**config.mk**
```make
export PLATFORM = sky130hd
export DESIGN_NAME = twcd_ctrl
export DESIGN_NICKNAME = d
export VERILOG_FILES = /design/src/hdl/twcd_pkg.sv /design/src/hdl/twcd_ctrl.sv
export SDC_FILE = /design/constraint.sdc
export NUM_CORES = 1
export LEC_CHECK = 0
export ABC_CLOCK_PERIOD_IN_PS = 1300
export BUFFER_PORTS_ARGS = -buffer_cell sky130_fd_sc_hd__buf_2
export CAP_MARGIN = 20
export CORE_AREA = 4 4 41 43
export CTS_CLUSTER_DIAMETER = 60
export DETAILED_ROUTE_END_ITERATION = 16
export DIE_AREA = 0 0 45 47
export PLACE_DENSITY = 0.59
export SLEW_MARGIN = 20
export SYNTH_ARGS = -nofsm -noshare
export SYNTH_HDL_FRONTEND = slang
export SYNTH_SLANG_ARGS = --single-unit
```
**constraint.sdc**
```tcl
create_clock -name clk -period 1.3 [get_ports clk]
set_input_delay 0.26 -clock clk [delete_from_list [all_inputs] [get_ports clk]]
set_output_delay 0.26 -clock clk [all_outputs]
set_load 0.02 [all_outputs]
```
**src/hdl/twcd_pkg.sv**
```systemverilog
// Package for the textured wall column drawer: word types, command codes,
// fixed-point constants and the controller/datapath interface structs.
// No dependencies.
package twcd_pkg;

	// Screen and texture geometry.
	localparam int SCREEN_ROWS = 480;
	localparam int HALF_ROWS   = SCREEN_ROWS / 2;
	localparam int TEX_SIZE    = 64;
	localparam int TEX_BITS    = $clog2(TEX_SIZE);

	// Field widths of the words.
	localparam int CMD_W     = 2;
	localparam int TEX_SEL_W = 3;
	localparam int ADDR_W    = 2 * TEX_BITS;
	localparam int COLOR_W   = 32;
	localparam int ROW_W     = 9;
	localparam int COL_W     = 10;
	localparam int DIST_W    = 16;

	// Texture store geometry.
	localparam int STORE_AW    = TEX_SEL_W + ADDR_W;
	localparam int STORE_DEPTH = 1 << STORE_AW;

	// Arithmetic widths: line height, half height, Q6.16 step and Q16.16 position.
	localparam int HEIGHT_W = DIST_W + 1;
	localparam int HALF_W   = HEIGHT_W - 1;
	localparam int STEP_W   = TEX_BITS + 16;
	localparam int POS_W    = 32;

	// Shared divider widths.
	localparam int DIVN_W = STEP_W + 1;
	localparam int DIVD_W = HEIGHT_W;

	// Dividends: rows in Q8.8 scale for the height, texture size in Q16.16.
	localparam logic [DIVN_W-1:0] HEIGHT_NUM = DIVN_W'(SCREEN_ROWS * 256);
	localparam logic [DIVN_W-1:0] STEP_NUM   = DIVN_W'(TEX_SIZE * 65536);

	// Color darkening mask for the shaded side.
	localparam logic [COLOR_W-1:0] SHADE_MASK = 32'h007F7F7F;

	// Command codes.
	localparam logic [CMD_W-1:0] CMD_WRITE  = 2'd0;
	localparam logic [CMD_W-1:0] CMD_COLUMN = 2'd1;
	localparam logic [CMD_W-1:0] CMD_ROW    = 2'd2;

	// Request word.
	typedef struct packed {
		logic [CMD_W-1:0]     cmd;
		logic [TEX_SEL_W-1:0] tex_select;
		logic [ADDR_W-1:0]    texel_addr;
		logic [COLOR_W-1:0]   texel_value;
		logic [COL_W-1:0]     screen_column;
		logic [DIST_W-1:0]    wall_distance;
		logic [TEX_BITS-1:0]  tex_column;
		logic                 shaded_side;
	} req_word_t;

	// Pixel word.
	typedef struct packed {
		logic [ROW_W-1:0]   pix_row;
		logic [COL_W-1:0]   pix_column;
		logic [COLOR_W-1:0] pix_color;
		logic               last_in_column;
	} pix_word_t;

	// Commands from the controller to the datapath.
	typedef struct packed {
		logic wr_texel;
		logic row_fire;
		logic col_start;
		logic div_start;
		logic div_step;
		logic ld_height;
		logic ld_span;
		logic ld_step;
		logic ld_pos;
	} ctrl_cmd_t;

	// Status from the datapath to the controller.
	typedef struct packed {
		logic span_active;
		logic pipe_free;
		logic div_done;
		logic span_nonempty;
	} dp_status_t;

endpackage

```
**src/hdl/twcd_ctrl.sv**
```systemverilog
// Controller state machine of the wall column drawer: takes request words and
// sequences the column setup. Depends on twcd_pkg.
module twcd_ctrl (
	input  logic                           clk,
	input  logic                           arst_n,
	input  logic                           req_valid,
	input  logic [twcd_pkg::CMD_W-1:0]     req_cmd,
	output logic                           req_ready,
	input  twcd_pkg::dp_status_t           status,
	output twcd_pkg::ctrl_cmd_t            cmd
);

	typedef enum logic [4:0] {
		ST_IDLE = 5'b00001,
		ST_DIVH = 5'b00010,
		ST_SPAN = 5'b00100,
		ST_DIVS = 5'b01000,
		ST_MUL  = 5'b10000
	} state_t;

	state_t state_q;
	state_t state_next;
	logic   req_fire;

	assign req_ready = (state_q == ST_IDLE) && status.pipe_free;
	assign req_fire  = req_valid && req_ready;

	// Next state and datapath commands.
	always_comb begin
		state_next = state_q;
		cmd        = '0;
		case (state_q)
			ST_IDLE: begin
				if (req_fire) begin
					case (req_cmd)
						twcd_pkg::CMD_WRITE: begin
							cmd.wr_texel = 1'b1;
						end
						twcd_pkg::CMD_COLUMN: begin
							cmd.col_start = 1'b1;
							cmd.div_start = 1'b1;
							state_next    = ST_DIVH;
						end
						twcd_pkg::CMD_ROW: begin
							cmd.row_fire = status.span_active;
						end
						default: begin
						end
					endcase
				end
			end
			ST_DIVH: begin
				if (status.div_done) begin
					cmd.ld_height = 1'b1;
					state_next    = ST_SPAN;
				end
			end
			ST_SPAN: begin
				cmd.ld_span = 1'b1;
				if (status.span_nonempty) begin
					cmd.div_start = 1'b1;
					cmd.div_step  = 1'b1;
					state_next    = ST_DIVS;
				end else begin
					state_next = ST_IDLE;
				end
			end
			ST_DIVS: begin
				cmd.div_step = 1'b1;
				if (status.div_done) begin
					cmd.ld_step = 1'b1;
					state_next  = ST_MUL;
				end
			end
			ST_MUL: begin
				cmd.ld_pos = 1'b1;
				state_next = ST_IDLE;
			end
			default: begin
				state_next = ST_IDLE;
			end
		endcase
	end

	// State register.
	always_ff @(posedge clk or negedge arst_n) begin
		if (!arst_n) begin
			state_q <= ST_IDLE;
		end else begin
			state_q <= state_next;
		end
	end

endmodule

```
Word level (Yosys, flattened, before mapping)
Cells that the tools add are included.
{"block": "word_totals", "regBits": 5, "in_bits": 9, "out_inout_bits": 10}
{"block": "classes", "n_eq_ne": 11, "mux": 19, "n_reduce_logical": 4}
{"operator": "$mux W5", "count": 4}
{"operator": "$pmux W5 S4", "count": 1}
{"operator": "$mux W4", "count": 2}
{"operator": "$mux W1", "count": 7}
{"operator": "$ne A2 B2 Y1 const B", "count": 3}
{"operator": "$eq A5 B1 Y1 const B", "count": 1}
{"operator": "$eq A5 B2 Y1 const B", "count": 1}
{"operator": "$eq A5 B3 Y1 const B", "count": 1}
{"operator": "$eq A5 B4 Y1 const B", "count": 1}
{"operator": "$eq A5 B5 Y1 const B", "count": 1}
{"operator": "$mux W2", "count": 2}
{"operator": "$pmux W1 S2", "count": 2}
{"operator": "$reduce_and A4 Y1", "count": 1}
{"operator": "$mux W3", "count": 1}
{"operator": "$eq A2 B1 Y1 const B", "count": 1}
{"operator": "$eq A2 B2 Y1 const B", "count": 1}
{"operator": "$logic_and A1 B1 Y1", "count": 2}
{"operator": "$logic_not A2 Y1", "count": 1}
{"operator": "$ne A2 B1 Y1 const B", "count": 1}

Longest topological paths before layout
Gate-level depths: netlist of run 1.
{"block": "logic_depth", "word_depth": 5, "depth_mapped": 4, "mapped_depth_nobuf": 3}

Least setup slack after synthesis of run 1
Ideal clock, no wire load.
{"block": "synth_path", "path_kind": "register to output", "start": "reg state_q[0]", "end": "out cmd[7] (netlist name)", "t_arrival_ns": 1.594, "required_time_ns": 1.040, "slack_ns": -0.554, "path_stages_with_launch": 4, "n_path_buf": 1, "cell_sequence": "dfstp_2 buf_2 nand3_1 nor4_1"}
{"element": "start: declaration", "line_no": "twcd_ctrl.sv:21", "text": "state_t state_q;"}
{"element": "start signal: assignment", "line_no": "twcd_ctrl.sv:90", "text": "state_q <= state_next;"}
{"element": "end: declaration", "line_no": "twcd_ctrl.sv:10", "text": "output twcd_pkg::ctrl_cmd_t cmd"}

==> results of run 1 <==
cell usage in the layout, fill, tap and decap left out, types with 2 or more instances in the layout:
cell type	n
nor2_2	2
nand2b_4	2
nor2_1	2
dfrtp_1	2
dfrtp_2	2
nor4_4	5
buf_4	26
buf_2	9
clkbuf_4	3
and3_1	2
nand2_1	3
nand2b_1	2
nor4_1	3
nor2_4	2
buf_6	6
report_power, final:
group          internal (mW)  switching, mW
Clock                  0.117         0.0731
Sequential             0.196         0.0505
Combinational          0.364          0.343
Total                  0.676          0.466
layer usage:
layer  track usage (%)  part of all wire (%)
met1              20.8                    43
met2              25.4                    48
met3              5.75                   6.0
met4              10.5                   3.1
met5                 0                     0
worst paths after layout:
kind,depth (start not counted),end,start
min in group clk,4,state_q[3]$_DFFE_PN0P_,status[1]
setup reg to reg,3,state_q[3]$_DFFE_PN0P_,state_q[3]$_DFFE_PN0P_
max in group asynchronous,2,state_q[0]$_DFFE_PN1P_,arst_n
setup / recovery,4,cmd[1],state_q[0]$_DFFE_PN1P_
hold / removal,2,state_q[1]$_DFFE_PN0P_,arst_n
hold reg to reg,2,state_q[2]$_DFFE_PN0P_,state_q[4]$_DFFE_PN0P_
logic make-up (layout without fill, tap and decap cells):
kind of cell    after synthesis  count (layout)  share of synthesized area (%)
simple gates                 31              31                           44.3
compound gates                6               6                           10.4
buf+inv                       6              47                           8.33
flops                         5               5                           30.1
xor+xnor                      2               2                           4.17
mux                           1               1                           2.68
cell type report:
class / instances / area (µm²) / share of cell area, %
Clock buffer: 4 / 26.3 / 2.97
Tap cell: 15 / 18.8 / 2.12
Timing Repair Buffer: 42 / 318 / 36.0
Inverter: 1 / 3.75 / 0.425
Sequential cell: 5 / 129 / 14.6
Multi-Input combinational cell: 40 / 388 / 43.9
worst register-to-register path: stages, from the launching register on:
cell and delay (ns):
dfrtp_2 0.45, buf_4 0.18, or4_1 0.53, a21oi_2 0.13
timing repair:
| item | CTS | global route |
|---|---|---|
| endpoints found under the hold margin | 4 | 0 |
| resized for setup | 20 | 6 |
| buffers inserted | 3 | 1 |
| hold buffers | 1 | 0 |
| pin swaps | 8 | 3 |
| setup endpoints to repair | 12 | 13 |
per-stage QoR:
step           hold WS, ns  TNS [ns]  instances
2_1_floorplan      -0.0356    -0.753         51
3_5_place_dp        0.0793     -1.01        100
6_report             0.347     -3.08        107
3_3_place_gp        0.0801    -0.836        100
4_1_cts              0.343     -3.16        108
5_1_grt              0.361     -3.82        107
==> flow_metrics.tcl, run 1 <==
set metrics [dict create \
    status "complete, but fails checks" \
    violations "negative setup slack" \
    clock-sinks 5 \
    synthArstFlopShare_pct 100 \
    ys_ff_latch 5 \
    fin_crit_sh_pct 125 \
    synth_top_area_share_pct 23.8 \
    numPortBuffers 18 \
    floorplan.initialDensity_pct 32.3 \
    timing.fmax_mhz 614 \
    final.setup_skew_ns 0.00594 \
    setup-violations-final 12 \
    antennaDiodeCount 0 \
    post-route-util_pct 67.9 \
    route.detailed.drc 0 \
    dieArea_um2 2120 \
    layout-drive-gt1-share_pct 70.7 \
    ys_types 26 \
    synth_top_area_cell "dfrtp_1" \
    routedWlPerCell_um 13.6 \
    syn_area_per_cell_um2 8.24 \
    fin_area_um2 883 \
    grt_pass1_wl_mm 2.44 \
    power.leakage_nw 0.409 \
    grt_setup_unrepaired "yes" \
    crit_type "reg2out" \
    insertion_delay_ns 0.25 \
    dp_hpwl_mm 1.13 \
    power_density_nw_per_um2 1290 \
    numCtsBuffers 3 \
    die_y_um 47 \
    ant_nets 0 \
    grt_usage_pct 16.9 \
    maxSlewViolCount 0 \
    cts_buffer_depth 2 \
    syn_inst 51 \
    cp_slowest_cell "dfstp_2" \
    rows 13 \
    cts_tree "done" \
    fin_crit_ns 1.63 \
    ys_seq_area_share_pct 30.1 \
    hp-class "in2async" \
    largestRegisters "state_q x5" \
    p_total_mw 1.14 \
    drt-initial-drc-count 9 \
    core_um2 1300 \
    crit_chain "buf_4, nand2b_4, nor4_4, buf_4" \
    fin_ws_ns -0.327 \
    dp_slack_ns -0.135 \
    final_nets 102 \
    syn_nets 60 \
    cp_top_family "flip-flops" \
    first_pass_iters 2 \
    cpPeakStageDelay_ns 0.59 \
    worstPathArrival_ns 1.37 \
    startpoint_type "flip-flop" \
    ys_warn_count 0 \
    cap_violations 0 \
    vias 552 \
    clkTransAtPathRegs_ns 0.05 \
    cts_max_level 1 \
    syn_area_um2 420 \
    syn_to_final_growth_pct 110 \
    worstMarginPinSlew_ns 0.255 \
    synth_most_common_cell "nor4_1" \
    routed_wl_mm 1.46 \
    path_buf_inv 2 \
    num_io_pins 19 \
    synth_top_flop_cell "dfrtp_1" \
    avgViaCountPerCell 5.16 \
    r2r_setup_slack_ns -0.05 \
    die_w_um 45 \
    root_buffer "clkbuf_4" \
    synth_area_leaders "dfrtp_1 24%, nor4_1 12%, dfstp_2 6.3%" \
    maxSlewHeadroom_pct 82.8 \
    hold_violations 0 \
    grt_pass1_vias 535 \
    antenna_found_initial 0 \
    grt-ovfl-total 0 \
    place_area_um2 737 \
    worst_ep_required_time_ns 1.04 \
    top_register "state_q" \
    peakVddDrop_v 0.000842 \
    end_kind "output pin" \
    crit_path_max_fanout 6 \
    synth_edf_count 0 \
    grt_max_degree 8 \
    crit_top_cell "buf_4" \
    fillers 104 \
    place.gp.congestion 0.732 \
    largest_reg_flops 5 \
]
(Power assumes the default switching activity.)
==> run 2: changes to the inputs <==
--- a/config.mk
+++ b/config.mk
@@ -7,5 +7,4 @@
 export LEC_CHECK = 0
 export ABC_CLOCK_PERIOD_IN_PS = 1300
-export BUFFER_PORTS_ARGS = -buffer_cell sky130_fd_sc_hd__buf_2
 export CAP_MARGIN = 20
 export CORE_AREA = 4 4 41 43
@@ -13,5 +12,6 @@
 export DETAILED_ROUTE_END_ITERATION = 16
 export DIE_AREA = 0 0 45 47
-export PLACE_DENSITY = 0.59
+export DONT_BUFFER_PORTS = 1
+export PLACE_DENSITY = 0.46
 export SLEW_MARGIN = 20
 export SYNTH_ARGS = -nofsm -noshare
==> constraint.sdc (replaced) <==
create_clock -name clk -period 1.3 [get_ports clk]
set_input_delay 0.13 -clock clk [delete_from_list [all_inputs] [get_ports clk]]
set_output_delay 0.13 -clock clk [all_outputs]
set_load 0.02 [all_outputs]
==> run 2 against run 1 <==
The run still ends with negative setup slack left. First-iteration DRC count rose by 11%. Sequential share of layout area fell by 0.28 points. Hold slack got worse by 0.26 ns. Via count fell by 4.2%. Critical path depth did not move. Die area did not move. Clock skew fell by 0.0012 ns. Fmax rose by 5.3%. Final area rose by 3.0%. Clock power fell by 5%. Critical path type unchanged.
==> flow_metrics.tcl, run 2 (synthesis gave the netlist of run 1 again) <==
set metrics [dict create \
    status "complete, but fails checks" \
    violations "negative setup slack" \
    die_w_um 45 \
    setup-violations-final 13 \
    power_density_nw_per_um2 1430 \
    worstMarginPinSlew_ns 0.380 \
    ant_nets 0 \
    layout_common_cells "23 x buf_4, 10 x buf_6, 6 x nor4_4, 4 x nor2_4" \
    grt_pass1_wl_mm 2.39 \
    cts_max_level 1 \
    clock-sinks 5 \
    crit_path_max_fanout 5 \
    startpoint_type "flip-flop" \
    fin_ws_ns -0.246 \
    avgViaCountPerCell 5.34 \
    grt-ovfl-total 0 \
    mostFrequentLayoutCell "buf_4" \
    crit_chain "nor2_4, nand3_4, nor4_4, buf_4" \
    end_kind "output pin" \
    cts_buffer_depth 2 \
    antenna_found_initial 0 \
    die_y_um 47 \
    grt_pass1_vias 538 \
    routed_wl_mm 1.52 \
    numPortBuffers 0 \
    peakVddDrop_v 0.00113 \
    dieArea_um2 2120 \
    cpPeakStageDelay_ns 0.46 \
    numCtsBuffers 3 \
    antennaDiodeCount 0 \
    core_um2 1300 \
    vias 529 \
    dp_slack_ns -0.0619 \
    r2r_setup_slack_ns -0.19 \
    route.detailed.drc 0 \
    fillers 101 \
    floorplan.initialDensity_pct 32.3 \
    first_pass_iters 4 \
    worst_ep_required_time_ns 1.17 \
    root_buffer "clkbuf_4" \
    hold_violations 0 \
    largest_reg_flops 5 \
    syn_to_final_growth_pct 116 \
    worstPathArrival_ns 1.42 \
    cap_violations 0 \
    insertion_delay_ns 0.24 \
    hold-path-cell-count 3 \
    tns_ns -2.34 \
    maxSlewViolCount 0 \
    final_nets 94 \
    crit_type "reg2out" \
    dp_hpwl_mm 1.08 \
    clkTransAtPathRegs_ns 0.04 \
    num_io_pins 19 \
    largestRegisters "state_q x5" \
    rr_worst_depth 5 \
    cts_tree "done" \
    p_total_mw 1.31 \
    post-route-util_pct 69.9 \
    rows 13 \
    grt_max_degree 7 \
    fin_crit_sh_pct 119 \
    fin_crit_ns 1.55 \
    final_cell_count_no_fill 99 \
    cp_slowest_cell "dfrtp_2" \
    maxSlewHeadroom_pct 74.5 \
    layout-drive-gt1-share_pct 75.0 \
    power.leakage_nw 0.383 \
    final.setup_skew_ns 0.00475 \
    routedWlPerCell_um 15.4 \
    top_register "state_q" \
    grt_usage_pct 15.8 \
    timing.fmax_mhz 647 \
    drt-initial-drc-count 10 \
    grt_setup_unrepaired "yes" \
    hp-class "in2reg" \
    placed_cells 84 \
    place.gp.congestion 0.861 \
]
run 2: area by class of cell:
| cell class | count | area (µm²) | share of cell area, % |
|---|---|---|---|
| multi-input cells | 40 | 435 | 47.9 |
| well taps | 15 | 18.8 | 2.06 |
| flip-flops and latches | 5 | 130 | 14.3 |
| repair buffers | 34 | 295 | 32.5 |
| clock buffers | 4 | 26.3 | 2.89 |
| inverters | 1 | 3.75 | 0.413 |
run 2: worst max-delay path: cells and delay by family, from the launching register on:
kind / cells / cell delay (ns)
buffers and inverters: 1 / 0.18
flip-flops: 1 / 0.46
AND/OR/NAND/NOR: 3 / 0.53
run 2: power breakdown:
group / internal (mW) / switching [mW] / total, mW / leakage (nW)
logic: 0.467 / 0.407 / 0.874 / 0.307
clock network: 0.116 / 0.0647 / 0.181 / 0.0150
registers: 0.196 / 0.0541 / 0.250 / 0.0609
run 2: path summary, 6_finish.rpt:
kind	start	to
worst min register to register	state_q[1]$_DFFE_PN0P_	state_q[3]$_DFFE_PN0P_
min in group asynchronous	arst_n	state_q[1]$_DFFE_PN0P_
worst min-delay path	status[1]	state_q[3]$_DFFE_PN0P_
worst max-delay path	state_q[3]$_DFFE_PN0P_	cmd[7]
worst max register to register	state_q[0]$_DFFE_PN1P_	state_q[3]$_DFFE_PN0P_
max in group asynchronous	arst_n	state_q[0]$_DFFE_PN1P_
run 2: metrics by stage:
step	hold slack [ns]	area, µm²
after floorplan	-0.166	507
final	0.0852	910
after CTS	0.0743	850
after global routing	0.0614	910
after detailed placement	-0.165	664
after global placement	-0.165	664
run 2: timing repair:
action | 4_1_cts | 5_1_grt
hold buffers | 1 | 0
endpoints found under the hold margin | 5 | 0
pin swaps | 9 | 5
resized for setup | 24 | 10
endpoints found under the setup margin | 11 | 13
buffers inserted | 9 | 2
run 2: layer usage:
layer  wire length (µm)  global-route usage [%]  up-vias
li1                   -                       -      255
met1                589                    17.0      256
met2                833                    29.1       16
met3                 92                    6.13        2
met4                  6                    3.51        0
met5                  0                       0        -
==> run 3: changes to the inputs <==
CORE_AREA = 10 10 47 49   (was 4 4 41 43)
DIE_AREA = 0 0 57 59   (was 0 0 45 47)
==> run 3 against run 2 <==
The flow still finishes with violations (negative setup slack). Sequential power is 4% higher. Die area rose by 59%. Largest cell class unchanged. Clock power hardly changed. Highest routed layer is now met3. Sequential share of layout area grew 0.69 points. Register-to-register slack better by 0.11 ns. Sequential cell count unchanged. Critical path depth is the same. Largest power group unchanged. Hold slack lost 0.014 ns. Count of clock-buffer cells in the layout did not move. Total power decreased by 6.9%.
==> flow_metrics.tcl, run 3 (synthesis gave the netlist of run 1 again) <==
set metrics [dict create \
    status "complete, but fails checks" \
    violations "negative setup slack" \
    seqCellArea_um2 131 \
    whs_endpoint "state_q[3]$_DFFE_PN0P_" \
    power.leakage_nw 0.365 \
    cp_top_family "simple AND/OR/NAND/NOR gates" \
    fin_ws_ns -0.222 \
    grt_setup_unrepaired "yes" \
    wl_met3_um 146 \
    worstMarginPinSlew_ns 0.295 \
    r2r_setup_slack_ns -0.08 \
    grt_pass1_vias 552 \
    dieArea_um2 3360 \
    setup-violations-final 12 \
    antenna_found_initial 0 \
    timing.rr.start "state_q[0]$_DFFE_PN1P_" \
    place.gp.congestion 0.805 \
    r2r-end "state_q[0]$_DFFE_PN1P_" \
    numCtsBuffers 3 \
    first_pass_iters 2 \
    fin_crit_sh_pct 117 \
    ant_nets 0 \
    drt-initial-drc-count 4 \
    floorplan.initialDensity_pct 30.0 \
    insertion_delay_ns 0.24 \
    power_density_nw_per_um2 1390 \
    core_um2 1400 \
    post-route-util_pct 62.5 \
    p_total_mw 1.22 \
    cts_tree "done" \
    fillers 126 \
    route.detailed.drc 0 \
    wl_met2_um 727 \
    crit_chain "nor2_4, nand3_4, nor4_4, buf_4" \
    peakVddDrop_v 0.000673 \
    cpPeakStageDelay_ns 0.45 \
    startpoint_type "flip-flop" \
    top_register "state_q" \
    syn_to_final_growth_pct 108 \
    die_w_um 57 \
    path_buf_inv 1 \
    vias 517 \
    worstPathArrival_ns 1.39 \
    grt_pass1_wl_mm 2.47 \
    avgViaCountPerCell 5.17 \
    hold_violations 0 \
    routedWlPerCell_um 14.8 \
    grt_usage_pct 8.91 \
    top_layer "met3" \
    clkTransAtPathRegs_ns 0.04 \
    hold_ws_ns 0.0710 \
    grt-ovfl-total 0 \
    numPortBuffers 0 \
    path_depth 4 \
    layout-drive-gt1-share_pct 72.6 \
    mostFrequentLayoutCell "buf_4" \
    root_buffer "clkbuf_4" \
    hold-path-cell-count 3 \
    cts_max_level 1 \
    routed_wl_mm 1.48 \
    end_kind "output pin" \
    dp_hpwl_mm 1.14 \
    final.setup_skew_ns 0.00170 \
    largest_reg_flops 5 \
    crit_type "reg2out" \
    rr_worst_depth 5 \
    rows 14 \
    cp_slowest_cell "dfrtp_2" \
    multi_input_area_um2 407 \
    hp-class "in2reg" \
    cts_buffer_depth 2 \
    antennaDiodeCount 0 \
    fin_crit_ns 1.52 \
    maxSlewHeadroom_pct 80.0 \
    layout_common_cells "25 x buf_4, 8 x buf_6, 5 x nor4_4" \
    grt_max_degree 8 \
    crit_path_max_fanout 5 \
    maxSlewViolCount 0 \
    clock-sinks 5 \
    met1_length_um 603 \
    timing.fmax_mhz 657 \
    largestRegisters "state_q x5" \
    hp-start "status[1]" \
    die_y_um 59 \
    final_nets 94 \
    num_io_pins 19 \
    worst_ep_required_time_ns 1.17 \
    cap_violations 0 \
]
[run 3: cell counts in the layout (fill, tap and decap cells not counted)]
No cell type changed its count.
[run 3: report_power, final]
part           switching, mW  internal (mW)  total, mW
Sequential            0.0620          0.198      0.260
Combinational          0.360          0.413      0.773
Clock                 0.0659          0.116      0.182
[run 3: cell type report]
| class | count | area share, % |
|---|---|---|
| tap | 16 | 2.29 |
| timing repair buffer | 34 | 32.9 |
| multi-input combinational | 40 | 46.4 |
| clock buffer | 4 | 3.00 |
| sequential | 5 | 15.0 |
| inverter | 1 | 0.429 |
[run 3: timing repair]
action / in CTS / in global routing
buffers inserted: 5 / 6
hold buffers: 1 / 0
resized for setup: 14 / 14
hold endpoints to repair: 5 / 0
endpoints found under the setup margin: 12 / 12
pin swaps: 7 / 4
[run 3: worst max-delay path by stage]
stage / startpoint / to / slack, ns
finish: state_q[2]$_DFFE_PN0P_ / cmd[8] / -0.22
floorplan: state_q[0]$_DFFE_PN1P_ / cmd[7] / -0.07
global route: state_q[3]$_DFFE_PN0P_ / cmd[8] / -0.32
global placement: state_q[2]$_DFFE_PN0P_ / cmd[4] / -0.04
CTS: state_q[2]$_DFFE_PN0P_ / cmd[4] / -0.25
detailed placement: state_q[2]$_DFFE_PN0P_ / cmd[4] / -0.07
[run 3: metal layers]
layer  up-vias  track usage (%)
met3         0             4.94
met5         -                0
met4         0             2.01
met1       240             9.53
li1        260                -
met2        17             15.0
[run 3: through the flow]
stage / instance area [µm²] / instances / setup WS, ns / setup TNS [ns]
floorplan: 507 / 51 / -0.0661 / -0.134
detailed placement: 666 / 85 / -0.0703 / -0.277
finish: 876 / 100 / -0.222 / -1.82
global placement: 666 / 85 / -0.0447 / -0.156
global route: 876 / 100 / -0.317 / -2.69
CTS: 786 / 95 / -0.252 / -2.29
[run 3: worst reg2reg max path, stage by stage, from the launching register on]
cell     delay, ns
dfstp_2       0.60
buf_4         0.14
buf_6         0.10
xnor2_1       0.11
nor3_1        0.06
o31ai_1       0.27
